### config.mk
export PLATFORM = sky130hd
export DESIGN_NAME = joystick_aim_move_conditioner_unit_flat
export DESIGN_NICKNAME = d
export VERILOG_FILES = /design/src/sv/jamc_pkg.sv /design/src/sv/jamc_req_if.sv /design/src/sv/jamc_rsp_if.sv /design/src/sv/joystick_aim_move_conditioner_unit.sv /design/src/sv/jamc_ctrl.sv /design/src/sv/jamc_dpath.sv /design/src/flat_wrapper.sv
export SDC_FILE = /design/constraint.sdc
export NUM_CORES = 2
export LEC_CHECK = 0
export BUFFER_PORTS_ARGS = -buffer_cell sky130_fd_sc_hd__buf_2
export CAP_MARGIN = 10
export CORE_MARGIN = 1.5
export CORE_UTILIZATION = 67
export CTS_BUF_LIST = sky130_fd_sc_hd__clkbuf_4 sky130_fd_sc_hd__clkbuf_8
export DETAILED_ROUTE_END_ITERATION = 10
export PLACE_DENSITY_LB_ADDON = 0.12
export SLEW_MARGIN = 40
export SYNTH_ARGS = -nofsm -noshare
export SYNTH_HDL_FRONTEND = slang
export SYNTH_HIERARCHICAL = 1
export SYNTH_SLANG_ARGS = --single-unit
### constraint.sdc
create_clock -name clock -period 10.15 [get_ports clock]
set_input_delay 2.03 -clock clock [delete_from_list [all_inputs] [get_ports clock]]
set_output_delay 2.03 -clock clock [all_outputs]
set_load 0.01 [all_outputs]
### src/sv/jamc_pkg.sv
// ----------------------------------------------------------------------------
// jamc_pkg
// Shared types and constants for the joystick aim and move conditioner.
// ----------------------------------------------------------------------------
package jamc_pkg;

   // field widths
   localparam int OP_W       = 1;
   localparam int BTN_W      = 6;
   localparam int STICK_W    = 8;
   localparam int CNT_W      = 6;
   localparam int AIM_W      = 16;
   localparam int DIR_W      = 2;

   // configuration port
   localparam int CSR_IDX_W  = 2;
   localparam int CSR_DATA_W = 8;
   localparam int AIM_DZ_W   = 7;
   localparam int MOVE_DZ_W  = 8;
   localparam int AIM_LEN_W  = 8;

   localparam logic [CSR_IDX_W-1:0] CSR_AIM_DEADZONE  = 2'd0;
   localparam logic [CSR_IDX_W-1:0] CSR_MOVE_DEADZONE = 2'd1;
   localparam logic [CSR_IDX_W-1:0] CSR_AIM_LENGTH    = 2'd2;

   localparam logic [AIM_DZ_W-1:0]  AIM_DZ_RST  = 7'd12;
   localparam logic [MOVE_DZ_W-1:0] MOVE_DZ_RST = 8'd40;
   localparam logic [AIM_LEN_W-1:0] AIM_LEN_RST = 8'd120;
   localparam logic [AIM_W-1:0]     AIM_X_RST   = 16'd120;
   localparam logic [AIM_W-1:0]     AIM_Y_RST   = 16'd0;

   // opcodes
   localparam logic [OP_W-1:0] OP_APPLY = 1'b0;
   localparam logic [OP_W-1:0] OP_ADOPT = 1'b1;

   // button bit positions
   localparam int BTN_LEFT  = 0;
   localparam int BTN_RIGHT = 1;
   localparam int BTN_A     = 2;
   localparam int BTN_B     = 3;
   localparam int BTN_Z     = 4;
   localparam int BTN_R     = 5;

   // direction codes
   localparam logic [DIR_W-1:0] DIR_LEFT  = 2'b11;
   localparam logic [DIR_W-1:0] DIR_NONE  = 2'b00;
   localparam logic [DIR_W-1:0] DIR_RIGHT = 2'b01;

   // aim datapath widths
   localparam int MAG_W     = 8;   // |stick| up to 128
   localparam int R2_W      = 16;  // x^2 + y^2 up to 32768
   localparam int PROD_W    = 16;  // |v| * length up to 32640
   localparam int T_W       = 30;  // (|v| * length)^2
   localparam int ACC_W     = 9;   // scaled axis magnitude 0..511
   localparam int SQ_W      = 2 * ACC_W;
   localparam int BIT_IDX_W = 4;

   localparam logic [BIT_IDX_W-1:0] ACC_TOP_BIT = 4'd8;

   localparam logic AXIS_X = 1'b0;
   localparam logic AXIS_Y = 1'b1;

   typedef enum logic [2:0] {
      ST_IDLE,
      ST_PREP_A,
      ST_PREP_B,
      ST_SQUARE,
      ST_COMPARE,
      ST_FINISH
   } state_type;

   typedef struct packed {
      logic                 accept;
      logic                 prep_a;
      logic                 prep_b;
      logic                 square;
      logic                 compare;
      logic                 store_axis;
      logic                 axis;
      logic [BIT_IDX_W-1:0] bit_idx;
      logic                 load_rsp;
   } cmd_type;

   typedef struct packed {
      logic update_aim;
      logic rsp_busy;
   } sts_type;

   typedef struct packed {
      logic [OP_W-1:0]           opcode;
      logic [BTN_W-1:0]          buttons;
      logic signed [STICK_W-1:0] stick_x;
      logic signed [STICK_W-1:0] stick_y;
      logic [CNT_W-1:0]          load_fire;
      logic [CNT_W-1:0]          load_weapon;
      logic signed [AIM_W-1:0]   load_aim_x;
      logic signed [AIM_W-1:0]   load_aim_y;
   } req_payload_type;

   typedef struct packed {
      logic signed [DIR_W-1:0] direction;
      logic signed [AIM_W-1:0] target_x;
      logic signed [AIM_W-1:0] target_y;
      logic                    jump;
      logic                    hook;
      logic [CNT_W-1:0]        fire_count;
      logic [CNT_W-1:0]        weapon_count;
   } rsp_payload_type;

endpackage

### src/sv/jamc_req_if.sv
// ----------------------------------------------------------------------------
// jamc_req_if
// Valid/ready channel carrying one joypad sample or adopt item.
// ----------------------------------------------------------------------------
interface jamc_req_if;

   logic                                  valid;
   logic                                  ready;
   logic [jamc_pkg::OP_W-1:0]             opcode;
   logic [jamc_pkg::BTN_W-1:0]            buttons;
   logic signed [jamc_pkg::STICK_W-1:0]   stick_x;
   logic signed [jamc_pkg::STICK_W-1:0]   stick_y;
   logic [jamc_pkg::CNT_W-1:0]            load_fire;
   logic [jamc_pkg::CNT_W-1:0]            load_weapon;
   logic signed [jamc_pkg::AIM_W-1:0]     load_aim_x;
   logic signed [jamc_pkg::AIM_W-1:0]     load_aim_y;

   modport source (
      output valid, opcode, buttons, stick_x, stick_y,
             load_fire, load_weapon, load_aim_x, load_aim_y,
      input  ready
   );

   modport sink (
      input  valid, opcode, buttons, stick_x, stick_y,
             load_fire, load_weapon, load_aim_x, load_aim_y,
      output ready
   );

endinterface

### src/sv/jamc_rsp_if.sv
// ----------------------------------------------------------------------------
// jamc_rsp_if
// Valid/ready channel carrying one conditioned result.
// ----------------------------------------------------------------------------
interface jamc_rsp_if;

   logic                                valid;
   logic                                ready;
   logic signed [jamc_pkg::DIR_W-1:0]   direction;
   logic signed [jamc_pkg::AIM_W-1:0]   target_x;
   logic signed [jamc_pkg::AIM_W-1:0]   target_y;
   logic                                jump;
   logic                                hook;
   logic [jamc_pkg::CNT_W-1:0]          fire_count;
   logic [jamc_pkg::CNT_W-1:0]          weapon_count;

   modport source (
      output valid, direction, target_x, target_y, jump, hook,
             fire_count, weapon_count,
      input  ready
   );

   modport sink (
      input  valid, direction, target_x, target_y, jump, hook,
             fire_count, weapon_count,
      output ready
   );

endinterface

### src/sv/joystick_aim_move_conditioner_unit.sv
// An adopt item completes in its transfer cycle. A sample with the stick
// inside the aim deadzone runs the prep steps, then loads its result once
// the result register is free. A sample that updates the aim first searches
// 9 result bits per axis, each a square then a compare on the shared
// square/compare unit. One adopt item per cycle while no sample is in flight.
// Reset (synchronous): registers to 12/40/120, aim (120,0), counters 0.
// ----------------------------------------------------------------------------
// joystick_aim_move_conditioner_unit
// Top level: joins the sequencer and the datapath to the channels and the
// configuration write port.
// ----------------------------------------------------------------------------
module joystick_aim_move_conditioner_unit #(
   parameter int COUNTER_BITS = 6
) (
   input  logic                              clock,
   input  logic                              reset,
   jamc_req_if.sink                          req_chan,
   jamc_rsp_if.source                        rsp_chan,
   input  logic                              csr_we,
   input  logic [jamc_pkg::CSR_IDX_W-1:0]    csr_index,
   input  logic [jamc_pkg::CSR_DATA_W-1:0]   csr_wdata
);

   jamc_pkg::cmd_type           cmd;
   jamc_pkg::sts_type           sts;
   jamc_pkg::req_payload_type   req;
   jamc_pkg::rsp_payload_type   rsp;
   logic                        req_ready;
   logic                        rsp_valid;

   // gather the request payload
   assign req.opcode      = req_chan.opcode;
   assign req.buttons     = req_chan.buttons;
   assign req.stick_x     = req_chan.stick_x;
   assign req.stick_y     = req_chan.stick_y;
   assign req.load_fire   = req_chan.load_fire;
   assign req.load_weapon = req_chan.load_weapon;
   assign req.load_aim_x  = req_chan.load_aim_x;
   assign req.load_aim_y  = req_chan.load_aim_y;
   assign req_chan.ready  = req_ready;

   jamc_ctrl u_ctrl (
      .clock      (clock),
      .reset      (reset),
      .req_valid  (req_chan.valid),
      .req_opcode (req_chan.opcode),
      .req_ready  (req_ready),
      .sts        (sts),
      .cmd        (cmd)
   );

   jamc_dpath #(
      .COUNTER_BITS (COUNTER_BITS)
   ) u_dpath (
      .clock     (clock),
      .reset     (reset),
      .csr_we    (csr_we),
      .csr_index (csr_index),
      .csr_wdata (csr_wdata),
      .req       (req),
      .cmd       (cmd),
      .sts       (sts),
      .rsp_valid (rsp_valid),
      .rsp_ready (rsp_chan.ready),
      .rsp       (rsp)
   );

   // drive the result channel
   assign rsp_chan.valid        = rsp_valid;
   assign rsp_chan.direction    = rsp.direction;
   assign rsp_chan.target_x     = rsp.target_x;
   assign rsp_chan.target_y     = rsp.target_y;
   assign rsp_chan.jump         = rsp.jump;
   assign rsp_chan.hook         = rsp.hook;
   assign rsp_chan.fire_count   = rsp.fire_count;
   assign rsp_chan.weapon_count = rsp.weapon_count;

`ifndef SYNTHESIS
   // a finished result never overwrites one still waiting
   a_no_overwrite: assert property (@(posedge clock) disable iff (reset)
      cmd.load_rsp |-> !(rsp_valid && !rsp_chan.ready))
      else $error("result register overwritten while pending");

   // a sample transfer closes the input until its result is formed
   a_one_in_flight: assert property (@(posedge clock) disable iff (reset)
      (req_chan.valid && req_chan.ready && (req_chan.opcode == jamc_pkg::OP_APPLY))
      |=> !req_chan.ready)
      else $error("input reopened during sample processing");

   // the sequencer issues at most one step command per cycle
   a_one_step: assert property (@(posedge clock) disable iff (reset)
      $onehot0({cmd.accept, cmd.prep_a, cmd.prep_b, cmd.square, cmd.compare,
                cmd.load_rsp}))
      else $error("conflicting datapath commands");

   // direction is never the unused code
   a_dir_code: assert property (@(posedge clock) disable iff (reset)
      rsp_valid |-> (rsp_chan.direction != 2'b10))
      else $error("invalid direction code");
`endif

endmodule

### src/sv/jamc_ctrl.sv
// ----------------------------------------------------------------------------
// jamc_ctrl
// Sequencer: accepts items, walks the bit-by-bit aim search over both axes
// and hands the finished result to the output register.
// ----------------------------------------------------------------------------
module jamc_ctrl (
   input  logic                         clock,
   input  logic                         reset,
   input  logic                         req_valid,
   input  logic [jamc_pkg::OP_W-1:0]    req_opcode,
   output logic                         req_ready,
   input  jamc_pkg::sts_type            sts,
   output jamc_pkg::cmd_type            cmd
);

   jamc_pkg::state_type                  state_ff, state_in;
   logic                                 axis_ff, axis_in;
   logic [jamc_pkg::BIT_IDX_W-1:0]       bit_ff, bit_in;

   // state register
   always_ff @(posedge clock) begin
      if (reset) begin
         state_ff <= jamc_pkg::ST_IDLE;
         axis_ff  <= jamc_pkg::AXIS_X;
         bit_ff   <= jamc_pkg::ACC_TOP_BIT;
      end else begin
         state_ff <= state_in;
         axis_ff  <= axis_in;
         bit_ff   <= bit_in;
      end
   end

   // next state and commands
   always_comb begin
      state_in       = state_ff;
      axis_in        = axis_ff;
      bit_in         = bit_ff;
      req_ready      = 1'b0;
      cmd            = '0;
      cmd.axis       = axis_ff;
      cmd.bit_idx    = bit_ff;

      unique case (state_ff)
         jamc_pkg::ST_IDLE: begin
            req_ready  = 1'b1;
            cmd.accept = req_valid;
            // adopt items finish in the transfer cycle
            if (req_valid && (req_opcode == jamc_pkg::OP_APPLY)) begin
               state_in = jamc_pkg::ST_PREP_A;
            end
         end
         jamc_pkg::ST_PREP_A: begin
            cmd.prep_a = 1'b1;
            state_in   = jamc_pkg::ST_PREP_B;
         end
         jamc_pkg::ST_PREP_B: begin
            cmd.prep_b = 1'b1;
            axis_in    = jamc_pkg::AXIS_X;
            bit_in     = jamc_pkg::ACC_TOP_BIT;
            if (sts.update_aim) begin
               state_in = jamc_pkg::ST_SQUARE;
            end else begin
               state_in = jamc_pkg::ST_FINISH;
            end
         end
         jamc_pkg::ST_SQUARE: begin
            cmd.square = 1'b1;
            state_in   = jamc_pkg::ST_COMPARE;
         end
         jamc_pkg::ST_COMPARE: begin
            cmd.compare = 1'b1;
            if (bit_ff == '0) begin
               // last bit of this axis: write it back, then next axis or done
               cmd.store_axis = 1'b1;
               if (axis_ff == jamc_pkg::AXIS_X) begin
                  axis_in  = jamc_pkg::AXIS_Y;
                  bit_in   = jamc_pkg::ACC_TOP_BIT;
                  state_in = jamc_pkg::ST_SQUARE;
               end else begin
                  state_in = jamc_pkg::ST_FINISH;
               end
            end else begin
               bit_in   = bit_ff - 1'b1;
               state_in = jamc_pkg::ST_SQUARE;
            end
         end
         jamc_pkg::ST_FINISH: begin
            if (!sts.rsp_busy) begin
               cmd.load_rsp = 1'b1;
               state_in     = jamc_pkg::ST_IDLE;
            end
         end
         default: begin
            state_in = jamc_pkg::ST_IDLE;
         end
      endcase
   end

endmodule

### src/sv/jamc_dpath.sv
// ----------------------------------------------------------------------------
// jamc_dpath
// Datapath: configuration registers, counters, aim state, the shared
// square/compare unit of the aim search and the result register.
// ----------------------------------------------------------------------------
module jamc_dpath #(
   parameter int COUNTER_BITS = 6
) (
   input  logic                              clock,
   input  logic                              reset,
   input  logic                              csr_we,
   input  logic [jamc_pkg::CSR_IDX_W-1:0]    csr_index,
   input  logic [jamc_pkg::CSR_DATA_W-1:0]   csr_wdata,
   input  jamc_pkg::req_payload_type         req,
   input  jamc_pkg::cmd_type                 cmd,
   output jamc_pkg::sts_type                 sts,
   output logic                              rsp_valid,
   input  logic                              rsp_ready,
   output jamc_pkg::rsp_payload_type         rsp
);

   localparam int MAG_W  = jamc_pkg::MAG_W;
   localparam int R2_W   = jamc_pkg::R2_W;
   localparam int PROD_W = jamc_pkg::PROD_W;
   localparam int T_W    = jamc_pkg::T_W;
   localparam int ACC_W  = jamc_pkg::ACC_W;
   localparam int SQ_W   = jamc_pkg::SQ_W;
   localparam int AIM_W  = jamc_pkg::AIM_W;
   localparam int DZ_W   = jamc_pkg::AIM_DZ_W;
   localparam int STICK_EXT_W = jamc_pkg::STICK_W + 2;

   // configuration
   logic [jamc_pkg::AIM_DZ_W-1:0]   aim_dz_ff, aim_dz_in;
   logic [jamc_pkg::MOVE_DZ_W-1:0]  move_dz_ff, move_dz_in;
   logic [jamc_pkg::AIM_LEN_W-1:0]  aim_len_ff, aim_len_in;

   // architectural state
   logic [AIM_W-1:0]                aim_x_ff, aim_x_in;
   logic [AIM_W-1:0]                aim_y_ff, aim_y_in;
   logic [COUNTER_BITS-1:0]         fire_ff, fire_in;
   logic [COUNTER_BITS-1:0]         weapon_ff, weapon_in;

   // per-item working registers
   logic [MAG_W-1:0]                mx_ff, mx_in, my_ff, my_in;
   logic                            neg_x_ff, neg_x_in, neg_y_ff, neg_y_in;
   logic [jamc_pkg::DIR_W-1:0]      dir_ff, dir_in;
   logic                            jump_ff, jump_in, hook_ff, hook_in;
   logic [R2_W-1:0]                 r2_ff, r2_in;
   logic [PROD_W-1:0]               px_ff, px_in, py_ff, py_in;
   logic [T_W-1:0]                  tx_ff, tx_in, ty_ff, ty_in;
   logic [ACC_W-1:0]                acc_ff, acc_in;
   logic [SQ_W-1:0]                 sq_ff, sq_in;

   // result register
   logic                            rsp_valid_ff, rsp_valid_in;
   jamc_pkg::rsp_payload_type       rsp_ff, rsp_in;

   // combinational helpers
   logic [2*MAG_W-1:0]              sqx, sqy;
   logic [2*MAG_W-1:0]              px_prod, py_prod;
   logic [2*PROD_W-1:0]             tx_prod, ty_prod;
   logic [2*DZ_W-1:0]               dz_sq;
   logic [ACC_W-1:0]                cand, acc_next;
   logic [SQ_W-1:0]                 sq_prod;
   logic [SQ_W+R2_W-1:0]            trial;
   logic [T_W-1:0]                  t_sel;
   logic [AIM_W-1:0]                aim_mag, aim_val;
   logic signed [STICK_EXT_W-1:0]   sx_ext, mdz_ext;
   logic                            go_left, go_right;

   // shared arithmetic
   assign sqx     = mx_ff * mx_ff;
   assign sqy     = my_ff * my_ff;
   assign px_prod = mx_ff * aim_len_ff;
   assign py_prod = my_ff * aim_len_ff;
   assign tx_prod = px_ff * px_ff;
   assign ty_prod = py_ff * py_ff;
   assign dz_sq   = aim_dz_ff * aim_dz_ff;

   // one trial bit of the aim search: square, then scale by r2 and compare
   assign cand     = acc_ff | (ACC_W'(1) << cmd.bit_idx);
   assign sq_prod  = cand * cand;
   assign trial    = sq_ff * r2_ff;
   assign t_sel    = (cmd.axis == jamc_pkg::AXIS_Y) ? ty_ff : tx_ff;
   assign acc_next = (trial <= (SQ_W+R2_W)'(t_sel)) ? cand : acc_ff;

   // signed writeback of the finished axis
   assign aim_mag = AIM_W'(acc_next);
   always_comb begin
      if (cmd.axis == jamc_pkg::AXIS_Y) begin
         aim_val = neg_y_ff ? (~aim_mag + 1'b1) : aim_mag;
      end else begin
         aim_val = neg_x_ff ? (~aim_mag + 1'b1) : aim_mag;
      end
   end

   // walking direction from the D-pad or the stick past the move deadzone
   assign sx_ext   = {{2{req.stick_x[jamc_pkg::STICK_W-1]}}, req.stick_x};
   assign mdz_ext  = {2'b00, move_dz_ff};
   assign go_left  = req.buttons[jamc_pkg::BTN_LEFT] || (sx_ext <= -mdz_ext);
   assign go_right = req.buttons[jamc_pkg::BTN_RIGHT] || (sx_ext >= mdz_ext);

   assign sts.update_aim = (r2_ff != '0) && (r2_ff >= R2_W'(dz_sq));
   assign sts.rsp_busy   = rsp_valid_ff && !rsp_ready;

   // next values
   always_comb begin
      aim_dz_in    = aim_dz_ff;
      move_dz_in   = move_dz_ff;
      aim_len_in   = aim_len_ff;
      aim_x_in     = aim_x_ff;
      aim_y_in     = aim_y_ff;
      fire_in      = fire_ff;
      weapon_in    = weapon_ff;
      mx_in        = mx_ff;
      my_in        = my_ff;
      neg_x_in     = neg_x_ff;
      neg_y_in     = neg_y_ff;
      dir_in       = dir_ff;
      jump_in      = jump_ff;
      hook_in      = hook_ff;
      r2_in        = r2_ff;
      px_in        = px_ff;
      py_in        = py_ff;
      tx_in        = tx_ff;
      ty_in        = ty_ff;
      acc_in       = acc_ff;
      sq_in        = sq_ff;
      rsp_valid_in = rsp_valid_ff;
      rsp_in       = rsp_ff;

      // configuration writes; unknown indexes are dropped
      if (csr_we) begin
         unique case (csr_index)
            jamc_pkg::CSR_AIM_DEADZONE:  aim_dz_in  = csr_wdata[DZ_W-1:0];
            jamc_pkg::CSR_MOVE_DEADZONE: move_dz_in = csr_wdata;
            jamc_pkg::CSR_AIM_LENGTH:    aim_len_in = csr_wdata;
            default: begin
            end
         endcase
      end

      // item transfer
      if (cmd.accept) begin
         if (req.opcode == jamc_pkg::OP_ADOPT) begin
            fire_in   = COUNTER_BITS'(req.load_fire);
            weapon_in = COUNTER_BITS'(req.load_weapon);
            if ((req.load_aim_x != '0) || (req.load_aim_y != '0)) begin
               aim_x_in = req.load_aim_x;
               aim_y_in = req.load_aim_y;
            end
         end else begin
            // magnitudes; y is flipped so it is negative when the stick is up
            mx_in    = req.stick_x[jamc_pkg::STICK_W-1] ? (~req.stick_x + 1'b1)
                                                        : req.stick_x;
            my_in    = req.stick_y[jamc_pkg::STICK_W-1] ? (~req.stick_y + 1'b1)
                                                        : req.stick_y;
            neg_x_in = req.stick_x[jamc_pkg::STICK_W-1];
            neg_y_in = !req.stick_y[jamc_pkg::STICK_W-1] && (req.stick_y != '0);
            if (go_left && !go_right) begin
               dir_in = jamc_pkg::DIR_LEFT;
            end else if (go_right && !go_left) begin
               dir_in = jamc_pkg::DIR_RIGHT;
            end else begin
               dir_in = jamc_pkg::DIR_NONE;
            end
            jump_in = req.buttons[jamc_pkg::BTN_A];
            hook_in = req.buttons[jamc_pkg::BTN_Z];
            // press counters step when the level differs from the low bit
            if (fire_ff[0] != req.buttons[jamc_pkg::BTN_B]) begin
               fire_in = fire_ff + 1'b1;
            end
            if (weapon_ff[0] != req.buttons[jamc_pkg::BTN_R]) begin
               weapon_in = weapon_ff + 1'b1;
            end
         end
      end

      // radius squared and scaled magnitudes
      if (cmd.prep_a) begin
         r2_in = sqx + sqy;
         px_in = px_prod;
         py_in = py_prod;
      end

      // targets of the search
      if (cmd.prep_b) begin
         tx_in  = tx_prod[T_W-1:0];
         ty_in  = ty_prod[T_W-1:0];
         acc_in = '0;
      end

      if (cmd.square) begin
         sq_in = sq_prod;
      end

      if (cmd.compare) begin
         acc_in = acc_next;
         if (cmd.store_axis) begin
            acc_in = '0;
            if (cmd.axis == jamc_pkg::AXIS_Y) begin
               aim_y_in = aim_val;
            end else begin
               aim_x_in = aim_val;
            end
         end
      end

      // result register
      if (rsp_valid_ff && rsp_ready) begin
         rsp_valid_in = 1'b0;
      end
      if (cmd.load_rsp) begin
         rsp_valid_in        = 1'b1;
         rsp_in.direction    = dir_ff;
         rsp_in.target_x     = aim_x_ff;
         rsp_in.target_y     = aim_y_ff;
         rsp_in.jump         = jump_ff;
         rsp_in.hook         = hook_ff;
         rsp_in.fire_count   = jamc_pkg::CNT_W'(fire_ff);
         rsp_in.weapon_count = jamc_pkg::CNT_W'(weapon_ff);
      end
   end

   // control and architectural registers
   always_ff @(posedge clock) begin
      if (reset) begin
         aim_dz_ff    <= jamc_pkg::AIM_DZ_RST;
         move_dz_ff   <= jamc_pkg::MOVE_DZ_RST;
         aim_len_ff   <= jamc_pkg::AIM_LEN_RST;
         aim_x_ff     <= jamc_pkg::AIM_X_RST;
         aim_y_ff     <= jamc_pkg::AIM_Y_RST;
         fire_ff      <= '0;
         weapon_ff    <= '0;
         rsp_valid_ff <= 1'b0;
      end else begin
         aim_dz_ff    <= aim_dz_in;
         move_dz_ff   <= move_dz_in;
         aim_len_ff   <= aim_len_in;
         aim_x_ff     <= aim_x_in;
         aim_y_ff     <= aim_y_in;
         fire_ff      <= fire_in;
         weapon_ff    <= weapon_in;
         rsp_valid_ff <= rsp_valid_in;
      end
   end

   // payload registers
   always_ff @(posedge clock) begin
      mx_ff    <= mx_in;
      my_ff    <= my_in;
      neg_x_ff <= neg_x_in;
      neg_y_ff <= neg_y_in;
      dir_ff   <= dir_in;
      jump_ff  <= jump_in;
      hook_ff  <= hook_in;
      r2_ff    <= r2_in;
      px_ff    <= px_in;
      py_ff    <= py_in;
      tx_ff    <= tx_in;
      ty_ff    <= ty_in;
      acc_ff   <= acc_in;
      sq_ff    <= sq_in;
      rsp_ff   <= rsp_in;
   end

   assign rsp_valid = rsp_valid_ff;
   assign rsp       = rsp_ff;

endmodule

### src/flat_wrapper.sv
// flat-port wrapper written by rule: the top's interface ports become plain ports
module joystick_aim_move_conditioner_unit_flat 
#(
   parameter int COUNTER_BITS = 6
)
  (clock, reset, csr_we, csr_index, csr_wdata, req_chan_valid, req_chan_opcode, req_chan_buttons, req_chan_stick_x, req_chan_stick_y, req_chan_load_fire, req_chan_load_weapon, req_chan_load_aim_x, req_chan_load_aim_y, req_chan_ready, rsp_chan_valid, rsp_chan_direction, rsp_chan_target_x, rsp_chan_target_y, rsp_chan_jump, rsp_chan_hook, rsp_chan_fire_count, rsp_chan_weapon_count, rsp_chan_ready);
  jamc_req_if req_chan_i ();
  jamc_rsp_if rsp_chan_i ();
  input  logic clock;
  input  logic reset;
  input  logic csr_we;
  input  logic [jamc_pkg::CSR_IDX_W-1:0] csr_index;
  input  logic [jamc_pkg::CSR_DATA_W-1:0] csr_wdata;
  input wire logic [$bits(req_chan_i.valid)-1:0] req_chan_valid;
  input wire logic [$bits(req_chan_i.opcode)-1:0] req_chan_opcode;
  input wire logic [$bits(req_chan_i.buttons)-1:0] req_chan_buttons;
  input wire logic [$bits(req_chan_i.stick_x)-1:0] req_chan_stick_x;
  input wire logic [$bits(req_chan_i.stick_y)-1:0] req_chan_stick_y;
  input wire logic [$bits(req_chan_i.load_fire)-1:0] req_chan_load_fire;
  input wire logic [$bits(req_chan_i.load_weapon)-1:0] req_chan_load_weapon;
  input wire logic [$bits(req_chan_i.load_aim_x)-1:0] req_chan_load_aim_x;
  input wire logic [$bits(req_chan_i.load_aim_y)-1:0] req_chan_load_aim_y;
  output wire logic [$bits(req_chan_i.ready)-1:0] req_chan_ready;
  output wire logic [$bits(rsp_chan_i.valid)-1:0] rsp_chan_valid;
  output wire logic [$bits(rsp_chan_i.direction)-1:0] rsp_chan_direction;
  output wire logic [$bits(rsp_chan_i.target_x)-1:0] rsp_chan_target_x;
  output wire logic [$bits(rsp_chan_i.target_y)-1:0] rsp_chan_target_y;
  output wire logic [$bits(rsp_chan_i.jump)-1:0] rsp_chan_jump;
  output wire logic [$bits(rsp_chan_i.hook)-1:0] rsp_chan_hook;
  output wire logic [$bits(rsp_chan_i.fire_count)-1:0] rsp_chan_fire_count;
  output wire logic [$bits(rsp_chan_i.weapon_count)-1:0] rsp_chan_weapon_count;
  input wire logic [$bits(rsp_chan_i.ready)-1:0] rsp_chan_ready;
  assign req_chan_i.valid = req_chan_valid;
  assign req_chan_i.opcode = req_chan_opcode;
  assign req_chan_i.buttons = req_chan_buttons;
  assign req_chan_i.stick_x = req_chan_stick_x;
  assign req_chan_i.stick_y = req_chan_stick_y;
  assign req_chan_i.load_fire = req_chan_load_fire;
  assign req_chan_i.load_weapon = req_chan_load_weapon;
  assign req_chan_i.load_aim_x = req_chan_load_aim_x;
  assign req_chan_i.load_aim_y = req_chan_load_aim_y;
  assign req_chan_ready = req_chan_i.ready;
  assign rsp_chan_valid = rsp_chan_i.valid;
  assign rsp_chan_direction = rsp_chan_i.direction;
  assign rsp_chan_target_x = rsp_chan_i.target_x;
  assign rsp_chan_target_y = rsp_chan_i.target_y;
  assign rsp_chan_jump = rsp_chan_i.jump;
  assign rsp_chan_hook = rsp_chan_i.hook;
  assign rsp_chan_fire_count = rsp_chan_i.fire_count;
  assign rsp_chan_weapon_count = rsp_chan_i.weapon_count;
  assign rsp_chan_i.ready = rsp_chan_ready;
  joystick_aim_move_conditioner_unit #(.COUNTER_BITS(COUNTER_BITS)) u_core (.clock(clock), .reset(reset), .req_chan(req_chan_i), .rsp_chan(rsp_chan_i), .csr_we(csr_we), .csr_index(csr_index), .csr_wdata(csr_wdata));
endmodule
==> results.cfg <==
[clocking]
htreeDepth = 2
cts_tree = yes
path_clk_slew_ns = 0.06
numCtsBuffers = 51
cts_root_buffer = clkbuf_8
clockBufferDepth = 3
clock_latency_ns = 0.69
cts.sinks = 278
cts_hold_buf = 0

[global_route]
grt_pass1_vias = 34600
grt_max_degree = 60
grt.total_usage_pct = 30.3
antenna_found_initial = 2
grt_overflow_total = 0
grt_pass1_wl_um = 169000

[sta]
tightestPinTransition_ns = 0.846
final_max_slew_viol_count = 0
final.setup_skew_ns = 0.0619
setup_viol = 0
hold_violations = 0
timing.final.crit_share_pct = 95.2
relSlewSlack_pct = 43.2
max_freq_mhz = 103
period_minus_slack_ns = 9.67

[drt]
drc = 0
first_pass_iters = 6
wire_per_inst_um = 17.2
routed_wl_um = 101000
vias_per_cell = 5.62
first_iter_violations = 1974
vias = 32800
ant_nets = 0

[setup_path]
worstPathArrival_ns = 10.23
cp_slowest_cell = edfxtp_1
worst_ep_required_time_ns = 10.71
rr_startpoint = u_core/u_dpath/r2_ff[3]
worstPathMaxFanout = 16
critPathLaunchType = register
max_stage_delay_ns = 0.77
cp-end-kind = register
path_class = register to register
crit_path_start = u_core/u_dpath/r2_ff[3]
cpMostUsedCell = fa_1

[yosys]
syn_area_um2 = 45700
avgSynthCellArea_um2 = 9.49
yosys_warnings = 6
synth-seq-cells = 278
synth-async-reset-ratio_pct = 0
synth_edf_count = 202
synth_flop_cell = edfxtp_1
yosysUniqueCellTypes = 78
postSynthCellCount = 4817
synth_seq_area_share_pct = 16.6

[cells_and_area]
area_growth_pct = 6.43
regArea_um2 = 7590
nets = 6283
stdcell_area_um2 = 48600
multi_input_area_um2 = 33600
fillers = 5075
drive_above_1_share_pct = 7.09

[floorplan]
initial_core_util_pct = 67.8
pin_count = 132
die_area_um2 = 69800
die_h_um = 264
die_w_um = 264
core_area_um2 = 67400
row_count = 95

[flow_run]
cap_violations = 0

[placement]
dp_hpwl_um = 81400
io_buffer_count = 131
dpl_cell_area_um2 = 47200
place.gp.congestion = 0.920

[hold_path]
min_path_type = register to register
min_from = u_core/u_dpath/dir_ff[0]

[run_status]
status = completed
==> path summary, 6_finish.rpt <==
path,end,slack (ns),cells after the start
setup / recovery,u_core/u_dpath/aim_y_ff[6],0.48,35
hold / removal,u_core/u_dpath/rsp[46],0.42,0
setup reg to reg,u_core/u_dpath/aim_y_ff[6],0.48,35
hold reg to reg,u_core/u_dpath/rsp[46],0.42,0
==> routing by layer <==
metal	share of wire, %	routed length (µm)	vias up	track usage [%]
met5	0	0	-	0
met3	6.5	6580	216	4.08
li1	-	-	15300	-
met2	48	47900	1016	50.4
met4	4.0	4030	0	11.6
met1	42	42200	16300	40.4
==> sequential cells by signal, summed over array words and instances, names as in the netlist, 17 cells and up <==
signal,cells
u_core/u_dpath/tx_ff,29
u_core/u_dpath/ty_ff,29
u_core/u_dpath/sq_ff,17
u_core/u_dpath/rsp,48
==> metrics by stage <==
stage | utilization (%) | hold WS (ns) | setup slack, ns | cells | setup TNS (ns)
3_5_place_dp | 70.1 | 0.409 | 0.425 | 5715 | 0
4_1_cts | 71.8 | 0.423 | 0.370 | 5811 | 0
2_1_floorplan | - | 0.400 | 1.39 | 4825 | 0
3_3_place_gp | 70.1 | 0.401 | 0.653 | 5715 | 0
5_1_grt | 72.2 | 0.425 | -0.0449 | 5843 | -0.0525
6_report | 72.2 | 0.423 | 0.485 | 5843 | 0
==> kinds of logic after synthesis <==
kind of cell | share of synthesized area, %
other | 0.0164
adder cells (fa/ha/maj) | 47.1
multiplexers | 1.94
flip-flops | 16.6
XOR/XNOR | 3.47
AO/OA/AOI/OAI | 7.19
AND/OR/NAND/NOR | 13.7
buffers and inverters | 9.97
==> cells in the final DEF (no fill, tap or decap), types with 16 or more instances in the layout <==
cell / synthesis / final
nand2b_1: 21 / 21
fa_1: 740 / 740
clkbuf_4: 0 / 19
or3_1: 19 / 19
a21o_1: 55 / 55
a31oi_1: 22 / 22
and2_1: 327 / 327
nor2_1: 247 / 246
inv_1: 1043 / 1043
edfxtp_1: 202 / 202
nand2_1: 457 / 457
xnor2_1: 144 / 144
xor2_1: 37 / 37
o211ai_1: 16 / 16
ha_1: 536 / 536
mux2i_1: 75 / 75
and3_1: 23 / 23
buf_2: 1 / 131
nor3_1: 37 / 36
o21ai_0: 100 / 99
nand4_1: 19 / 19
nand3_1: 36 / 36
a211oi_1: 23 / 23
dfxtp_1: 76 / 75
a21oi_1: 134 / 132
clkbuf_8: 0 / 54
nor2b_1: 34 / 33
buf_4: 5 / 74
o21a_1: 32 / 32
nor4_1: 17 / 16
==> area by class of cell <==
| class | count | area share, % |
|---|---|---|
| diodes | 2 | 0.0103 |
| clock inverters | 23 | 0.553 |
| inverters | 1045 | 8.07 |
| well taps | 873 | 2.25 |
| repair buffers | 206 | 2.53 |
| flip-flops and latches | 278 | 15.6 |
| clock buffers | 73 | 1.82 |
| multi-input cells | 3343 | 69.2 |
==> cell usage after synthesis, drive strengths merged (6+ instances only) <==
library cell	count	area, µm²
and2	327	2050
o21ai	103	515
nor3b	6	45.0
nand3	36	180
nor2b	34	213
clkbuf	143	537
a21oi	136	688
nor3	37	185
a31oi	24	171
fa	740	14800
o21bai	15	113
mux2i	75	751
o21a	32	240
xor2	37	324
nand4	19	119
or3	19	119
a221oi	7	67.6
or2	16	100
nand3b	11	82.6
a21boi	14	105
xnor2	144	1260
o31ai	12	90.1
mux2	12	135
edfxtp	202	6070
ha	536	6710
nand2b	21	131
a21o	55	413
buf	16	95.1
a211oi	23	173
and3	23	144
dfxtp	76	1520
inv	1043	3920
o211a	6	60.1
nor2	247	927
o211ai	17	133
a211o	13	114
nand2	457	1720
nor4	18	119
a31o	8	70.1
==> repair_timing <==
item	CTS	global route
setup endpoints to repair	0	6
endpoints found under the hold margin	0	0
gates resized for setup	0	3
setup buffers	0	30
==> critical path, delay by kind of cell, from the launching register on <==
family / cells / cell delay [ns]
AOI/OAI and AO/OA: 13 / 3.01
xor gates and xnor gates: 1 / 0.08
adders and majority gates: 9 / 3.95
buffers and inverters: 4 / 0.31
DFF: 1 / 0.77
and+or+nand+nor: 8 / 1.45
Power is not shown: default switching activity piles up to over one toggle a cycle in this logic, so the estimate is an artifact.
